### config.mk
export PLATFORM = sky130hd
export DESIGN_NAME = elite_and_roulette_selector_core
export DESIGN_NICKNAME = d
export VERILOG_FILES = /design/src/design/ers_pkg.sv /design/src/design/elite_and_roulette_selector_core.sv
export VERILOG_INCLUDE_DIRS = /design/src /design/src/design
export SDC_FILE = /design/constraint.sdc
export NUM_CORES = 2
export LEC_CHECK = 0
export BUFFER_PORTS_ARGS = -buffer_cell sky130_fd_sc_hd__buf_2
export CAP_MARGIN = 40
export CORE_ASPECT_RATIO = 0.5
export CORE_UTILIZATION = 50
export CTS_BUF_LIST = sky130_fd_sc_hd__clkbuf_4 sky130_fd_sc_hd__clkbuf_8
export DETAILED_ROUTE_END_ITERATION = 12
export PLACE_DENSITY = 0.65
export SYNTH_ARGS = -nofsm -noshare
export SYNTH_HDL_FRONTEND = slang
export SYNTH_SLANG_ARGS = --single-unit
### constraint.sdc
create_clock -name clk -period 13.75 [get_ports clk]
set_input_delay 1.375 -clock clk [delete_from_list [all_inputs] [get_ports clk]]
set_output_delay 1.375 -clock clk [all_outputs]
set_load 0.05 [all_outputs]
### src/design/assert_macros.svh
// Assertion macros shared by the selector RTL.
// No dependencies; simulation builds see the checks, synthesis sees empty bodies.
`ifndef ASSERT_MACROS_SVH
`define ASSERT_MACROS_SVH

`ifndef SYNTHESIS

// Property must hold at every clock edge outside reset.
`define ASSERT_CLK(label, clk, rst_n, prop) \
	label: assert property (@(posedge clk) disable iff (!rst_n) (prop)) \
		else $error("selector assertion failed");

// Condition must never be seen at a clock edge outside reset.
`define ASSERT_NEVER(label, clk, rst_n, cond) \
	label: assert property (@(posedge clk) disable iff (!rst_n) !(cond)) \
		else $error("selector forbidden condition seen");

`else

`define ASSERT_CLK(label, clk, rst_n, prop)
`define ASSERT_NEVER(label, clk, rst_n, cond)

`endif

`endif

### src/design/ers_pkg.sv
// Shared constants and item codes for the elite and roulette selector.
// No dependencies.
package ers_pkg;

	// item codes carried on the mode field
	localparam int MODE_W = 2;
	localparam logic [MODE_W-1:0] MODE_CLEAR = 2'd0;
	localparam logic [MODE_W-1:0] MODE_LOAD  = 2'd1;
	localparam logic [MODE_W-1:0] MODE_DRAW  = 2'd2;

	// defaults for the top level parameters
	localparam int DEF_POP_SIZE     = 256;
	localparam int DEF_FITNESS_BITS = 9;
	localparam int DEF_RANDOM_BITS  = 16;

	// weight sum saturates at all ones of this width
	localparam int SUM_W = 17;
	localparam logic [SUM_W-1:0] SUM_LIMIT = '1;

	// reported indexes are the low bits of the position
	localparam int INDEX_W = 8;

endpackage

### src/design/elite_and_roulette_selector_core.sv
// Elite and roulette selector: top level with the fitness memory and scan sequencer.
// Depends on ers_pkg and assert_macros.svh.
//
// Usage: send a clear item (mode 0), then one load item (mode 1) per individual,
// in order; each load stores the fitness in an internal
// memory while the running sum of fitness+1 (saturating at 2^17-1) and the
// elite position (highest fitness, later entry wins a tie) are updated.
// Loads beyond POP_SIZE entries are dropped, mode 3 is ignored. A draw item
// (mode 2) carries random_fraction r; the block forms
// arrow = ((r * sum) >> RANDOM_BITS) + 1 and walks the stored values from
// index 0, adding fitness+1, until the prefix sum reaches the arrow or the
// last loaded entry is hit. It returns one result item: elite_index,
// roulette_index and same_as_elite (set when both match; draw again).
// A draw on an empty population returns 0, 0, 1.
// Draw steps: the accept state, the multiply (S_ARROW), then the walk (S_SCAN)
// with one memory read per entry, up to the loaded count, through the single
// synchronous read port, and last the handoff to the output register (S_WAIT).
// A draw on an empty population skips the multiply and the walk. The handoff
// waits for as long as the output register still holds an unaccepted result.
// Clear and load items leave the block idle and ready for the next item.
// The output register holds a result while the next item is already taken.
// Input is accepted only while no draw is in flight, so loads never touch
// the memory during a scan.
`include "assert_macros.svh"

module elite_and_roulette_selector_core
	import ers_pkg::*;
#(
	parameter int POP_SIZE     = DEF_POP_SIZE,
	parameter int FITNESS_BITS = DEF_FITNESS_BITS,
	parameter int RANDOM_BITS  = DEF_RANDOM_BITS
) (
	input  logic                     clk,
	input  logic                     arst_n,
	// input item channel
	input  logic                     in_valid,
	output logic                     in_ready,
	input  logic [MODE_W-1:0]        mode,
	input  logic [FITNESS_BITS-1:0]  fitness,
	input  logic [RANDOM_BITS-1:0]   random_fraction,
	// result item channel
	output logic                     out_valid,
	input  logic                     out_ready,
	output logic [INDEX_W-1:0]       elite_index,
	output logic [INDEX_W-1:0]       roulette_index,
	output logic                     same_as_elite
);

	localparam int AW       = (POP_SIZE > 1) ? $clog2(POP_SIZE) : 1;  // memory address
	localparam int CW       = $clog2(POP_SIZE + 1);                 // loaded count
	localparam int PREFIX_W = FITNESS_BITS + CW;                    // full prefix sum
	localparam int CMP_W    = (PREFIX_W > SUM_W + 1) ? PREFIX_W : SUM_W + 1;
	localparam int PROD_W   = RANDOM_BITS + SUM_W;
	localparam int ACC_W    = ((SUM_W > FITNESS_BITS) ? SUM_W : FITNESS_BITS) + 1;

	typedef enum logic [1:0] {
		S_IDLE,
		S_ARROW,
		S_SCAN,
		S_WAIT
	} state_t;

	state_t                  state_q;
	logic [CW-1:0]           loaded_count_q;
	logic [SUM_W-1:0]        weight_sum_q;
	logic [FITNESS_BITS-1:0] best_value_q;
	logic [INDEX_W-1:0]      best_position_q;
	logic                    out_valid_q;
	logic [INDEX_W-1:0]      elite_index_q;
	logic [INDEX_W-1:0]      roulette_index_q;
	logic                    same_q;

	// draw datapath
	logic [RANDOM_BITS-1:0]  random_q;
	logic [CMP_W-1:0]        arrow_q;
	logic [CMP_W-1:0]        prefix_q;
	logic [AW-1:0]           scan_idx_q;
	logic [INDEX_W-1:0]      pick_q;

	// fitness memory, one synchronous read port
	logic [FITNESS_BITS-1:0] fit_mem [POP_SIZE];
	logic [FITNESS_BITS-1:0] mem_rdata_s1;
	logic [AW-1:0]           rd_addr;
	logic                    mem_we;

	logic                    in_fire;
	logic                    can_load;
	logic [ACC_W-1:0]        sum_next;
	logic [PROD_W-1:0]       product;
	logic [CMP_W-1:0]        prefix_next;
	logic                    scan_last;
	logic                    scan_hit;
	logic                    out_free;

	assign in_ready  = (state_q == S_IDLE);
	assign in_fire   = in_valid && in_ready;
	assign can_load  = (loaded_count_q < CW'(POP_SIZE));
	assign mem_we    = in_fire && (mode == MODE_LOAD) && can_load;
	assign out_free  = !out_valid_q || out_ready;

	assign sum_next  = ACC_W'(weight_sum_q) + ACC_W'(fitness) + ACC_W'(1);
	assign product   = PROD_W'(random_q) * PROD_W'(weight_sum_q);

	// entry scan_idx_q sits in mem_rdata_s1 during S_SCAN; next address is prefetched
	assign rd_addr     = (state_q == S_SCAN) ? scan_idx_q + AW'(1) : '0;
	assign prefix_next = prefix_q + CMP_W'(mem_rdata_s1) + CMP_W'(1);
	assign scan_hit    = (prefix_next >= arrow_q);
	assign scan_last   = ((CW'(scan_idx_q) + CW'(1)) == loaded_count_q);

	always_ff @(posedge clk) begin
		if (mem_we) begin
			fit_mem[loaded_count_q[AW-1:0]] <= fitness;
		end
		mem_rdata_s1 <= fit_mem[rd_addr];
	end

	// draw datapath registers, no reset needed
	always_ff @(posedge clk) begin
		if (in_fire && (mode == MODE_DRAW)) begin
			random_q <= random_fraction;
			pick_q   <= '0;
		end
		if (state_q == S_ARROW) begin
			arrow_q    <= CMP_W'(product[PROD_W-1:RANDOM_BITS]) + CMP_W'(1);
			prefix_q   <= '0;
			scan_idx_q <= '0;
		end
		if (state_q == S_SCAN) begin
			prefix_q <= prefix_next;
			if (scan_hit || scan_last) begin
				pick_q <= INDEX_W'(scan_idx_q);
			end else begin
				scan_idx_q <= scan_idx_q + AW'(1);
			end
		end
	end

	// control state and registered outputs
	always_ff @(posedge clk or negedge arst_n) begin
		if (!arst_n) begin
			state_q          <= S_IDLE;
			loaded_count_q   <= '0;
			weight_sum_q     <= '0;
			best_value_q     <= '0;
			best_position_q  <= '0;
			out_valid_q      <= 1'b0;
			elite_index_q    <= '0;
			roulette_index_q <= '0;
			same_q           <= 1'b0;
		end else begin
			// in S_WAIT the handoff below owns out_valid_q
			if (out_valid_q && out_ready && (state_q != S_WAIT)) begin
				out_valid_q <= 1'b0;
			end
			unique case (state_q)
				S_IDLE: begin
					if (in_fire) begin
						case (mode)
							MODE_CLEAR: begin
								loaded_count_q  <= '0;
								weight_sum_q    <= '0;
								best_value_q    <= '0;
								best_position_q <= '0;
							end
							MODE_LOAD: begin
								if (can_load) begin
									if (fitness >= best_value_q) begin
										best_value_q    <= fitness;
										best_position_q <= INDEX_W'(loaded_count_q);
									end
									weight_sum_q <= (sum_next > ACC_W'(SUM_LIMIT)) ?
										SUM_LIMIT : SUM_W'(sum_next);
									loaded_count_q <= loaded_count_q + CW'(1);
								end
							end
							MODE_DRAW: begin
								// empty population skips the walk: pick stays 0
								state_q <= (loaded_count_q == '0) ? S_WAIT : S_ARROW;
							end
							default: begin
							end
						endcase
					end
				end
				S_ARROW: begin
					state_q <= S_SCAN;
				end
				S_SCAN: begin
					if (scan_hit || scan_last) begin
						state_q <= S_WAIT;
					end
				end
				S_WAIT: begin
					if (out_free) begin
						out_valid_q      <= 1'b1;
						elite_index_q    <= best_position_q;
						roulette_index_q <= pick_q;
						same_q           <= (pick_q == best_position_q);
						state_q          <= S_IDLE;
					end
				end
				default: begin
					state_q <= S_IDLE;
				end
			endcase
		end
	end

	assign out_valid      = out_valid_q;
	assign elite_index    = elite_index_q;
	assign roulette_index = roulette_index_q;
	assign same_as_elite  = same_q;

	`ASSERT_CLK(a_same_flag, clk, arst_n, out_valid |-> (same_as_elite == (roulette_index == elite_index)))
	`ASSERT_CLK(a_scan_in_range, clk, arst_n, (state_q == S_SCAN) |-> (CW'(scan_idx_q) < loaded_count_q))
	`ASSERT_NEVER(a_count_bound, clk, arst_n, loaded_count_q > CW'(POP_SIZE))

endmodule

==> impl_metrics.toml <==
[setup_path]
critPathLaunchType = "flip-flop"
path_max_fanout = 19
r2r-start = "weight_sum_q[11]$_DFFE_PN0P_"
cp_slowest_cell = "dfrtp_1"
end_kind = "flip-flop"
reg2reg_slack_ns = 6.16
slowest_delay_ns = 0.89
cpMostUsedCell = "fa_1"
path_cells = "nand2_1 > fa_1 > fa_1 > fa_1 > inv_1 > fa_1 > fa_1 > inv_1 > fa_1 > inv_1 > ha_1 > a21oi_2 > nand2_1 > a221oi_2 > a22oi_1 > a311o_1 > xor2_1 > or3b_4 > o31ai_2 > a21oi_1 > o31ai_1 > xnor2_1"
required_ns = 14.45
timing.rr.end = "arrow_q[16]$_DFFE_PP_"
criticalPathCategory = "flip-flop to flip-flop"
critPathArrivalTime_ns = 8.28
r2r_cells = 22

[cts]
htree_levels = 5
cts-resized-gates = 0
clk_pin_slew_ns = 0.08
root_buffer = "clkbuf_8"
cts_tree = "yes"
ctsLongestPathBuffers = 4
cts_setup_buffers = 0
postCtsHoldBufs = 0
cts_buffers = 346
clkSinkCount = 2444
worstSkewPairLatency_ns = 1.00

[logic_synthesis]
syn_inst = 6459
synth.area.top_cells = "edfxtp_1 67%, mux4_2 8.5%, fa_1 4.0%"
ys_seq_area_frac = 0.689
netlist.top_cell.by_area = "edfxtp_1"
yosys_warnings = 0
synth.top_cell.area_share = 0.669
synthesis.nets = 6856
ys_async_sr_fraction = 0.0258
yosys-top-cells-count = "2356 x edfxtp_1, 579 x nand2_1, 397 x mux4_2, 339 x nor2_1, 287 x inv_1"
synth-edff-count = 2356
synth-main-ff-cell = "edfxtp_1"
synth_area_sq_um = 106000
ys_types = 82
syn_area_per_cell_sq_um = 16.4
synth_most_common_cell = "edfxtp_1"
ys_seq_elements = 2444

[floorplan]
coreArea_sq_um = 208000
fp.dieW_um = 652
num_rows = 118
initial_core_util = 0.507
fp.dieH_um = 327
die-area_sq_um = 213000
ios = 50

[power_and_ir_drop]
ir_worst_vdd_mv = 0.392
powerDensity_nw_per_um2 = 216
net-switching-power_mw = 9.92
p_int_mw = 15.4
swShare = 0.392
p_clk_frac = 0.221
p_seq_frac = 0.343
total_power_mw = 25.3
p_comb_frac = 0.436
p_leak_nw = 38.8

[sta]
min_period_ns = 7.59
timing.hold.ws_ns = 0.489
rsz0062_at_grt = "no"
period_share = 0.552
fin_setup_tns_ns = 0
finClkSkew_ns = 0.0957
worst_pin_slew_ns = 1.44
clock.fmax_mhz = 132
slew_viol_final = 0
hold_violations = 0
setup_viol = 0
slew_headroom = 0.0428

[grt]
antenna_found_initial = 17
grt_max_degree = 169
track_usage = 0.271
grt-ovfl-total = 0
grt_pass1_vias = 61600
grt_pass1_wl_um = 421000

[drt]
vias = 61500
routed_wl_um = 290000
drt_pass1_iterations = 7
post-route-drc-count = 0
via_per_inst = 6.29
wire_per_inst_um = 29.6
final_antenna_net_count = 0
dr.first_iter.drc_count = 8233

[worst_hold_path]
hold_class = "flip-flop to flip-flop"
min_path_cells = 2
min_from = "pick_q[6]$_DFF_P_"
worstHoldEndpoint = "pick_q[6]$_DFF_P_"

[place]
portBuffers = 49
placed_area_sq_um = 110000
dpl.hpwl_um = 181000
gp_congestion = 0.902

[finish]
drive_above_1_share = 0.189
fin_util = 0.560
fin_area_sq_um = 117000
area_growth_pct = 10.4
final_nets = 7099

[job]
maxCapViolCount = 0

[run_status]
status = "finished clean"
[logic make-up after synthesis]
family | after synthesis | synth area share
flip-flops | 2444 | 0.689
AND/OR/NAND/NOR | 1360 | 0.0570
AO/OA/AOI/OAI | 1016 | 0.0673
buffers and inverters | 714 | 0.0295
multiplexers | 478 | 0.0925
adder cells (fa/ha/maj) | 366 | 0.0581
XOR/XNOR | 81 | 0.00685
[how the worst max path moves through the flow]
stage,start,endpoint,slack (ns),cells after the start
4_1_cts,weight_sum_q[11]$_DFFE_PN0P_,arrow_q[16]$_DFFE_PP_,6.21,22
5_1_grt,weight_sum_q[11]$_DFFE_PN0P_,arrow_q[16]$_DFFE_PP_,5.77,22
6_report,weight_sum_q[11]$_DFFE_PN0P_,arrow_q[16]$_DFFE_PP_,6.16,22
3_3_place_gp,weight_sum_q[10]$_DFFE_PN0P_,arrow_q[16]$_DFFE_PP_,6.25,22
3_5_place_dp,weight_sum_q[10]$_DFFE_PN0P_,arrow_q[16]$_DFFE_PP_,6.22,22
2_1_floorplan,weight_sum_q[14]$_DFFE_PN0P_,arrow_q[16]$_DFFE_PP_,6.82,24
[metal layers]
metal,track usage,share of wire
met5,0,0.00043
met4,0.0890,0.032
met3,0.0704,0.11
met2,0.423,0.47
met1,0.375,0.39
[critical path, delay by kind of cell (launching register included)]
family / cells / cell delay, ns
xor+xnor: 2 / 0.34
buf+inv: 3 / 0.16
compound gates: 7 / 1.74
fa+ha+maj: 7 / 3.46
simple gates: 3 / 0.72
flops: 1 / 0.89
[per-stage QoR]
step / std cells / worst slack [ns]
floorplan: 6459 / 6.82
global placement: 9019 / 6.25
detailed placement: 9149 / 6.22
CTS: 9755 / 6.21
global route: 9781 / 5.77
finish: 9787 / 6.16
[power by group through the flow]
stage	Clock, mW	Combinational [mW]	Sequential [mW]
6_report	5.59	11.0	8.66
5_1_grt	5.96	12.0	8.67
4_1_cts	5.65	11.0	8.66
3_5_place_dp	0	10.9	8.82
3_3_place_gp	0	10.8	8.81
2_1_floorplan	0	7.47	8.71
[layout make-up]
cell class	count	area, sq um
Fill cell	16000	91700
Sequential cell	2444	72800
Multi-Input combinational cell	3301	30000
Clock buffer	479	5840
Tap cell	2820	3530
Timing Repair Buffer	320	2780
Inverter	289	1090
Clock inverter	127	731
Antenna cell	7	17.5
[flip-flops by register name, summed over array words and instances (netlist names), 9 cells and up]
signal	cells
fit_mem	2304
prefix_q	18
best_value_q	9
weight_sum_q	17
mem_rdata_s1	9
random_q	16
arrow_q	18
loaded_count_q	9
[layout by cell type (no fill, tap or decap), types with 63 or more instances in the layout]
master | netlist | final
clkbuf_4 | 0 | 120
ha_1 | 157 | 156
a21oi_1 | 120 | 120
nand3_1 | 104 | 100
mux4_2 | 397 | 397
nor3_1 | 89 | 87
inv_1 | 287 | 287
buf_4 | 51 | 231
o221ai_1 | 144 | 144
o21ai_0 | 160 | 160
a211oi_1 | 99 | 98
clkinv_1 | 0 | 76
edfxtp_1 | 2356 | 2356
a31oi_1 | 75 | 75
o22ai_1 | 108 | 108
and2_1 | 145 | 144
clkbuf_8 | 0 | 362
a311oi_1 | 72 | 72
dfrtp_1 | 63 | 63
nand2_1 | 579 | 571
nor2_1 | 339 | 337
fa_1 | 209 | 209
No activity file was read; power rests on OpenSTA's default activity.
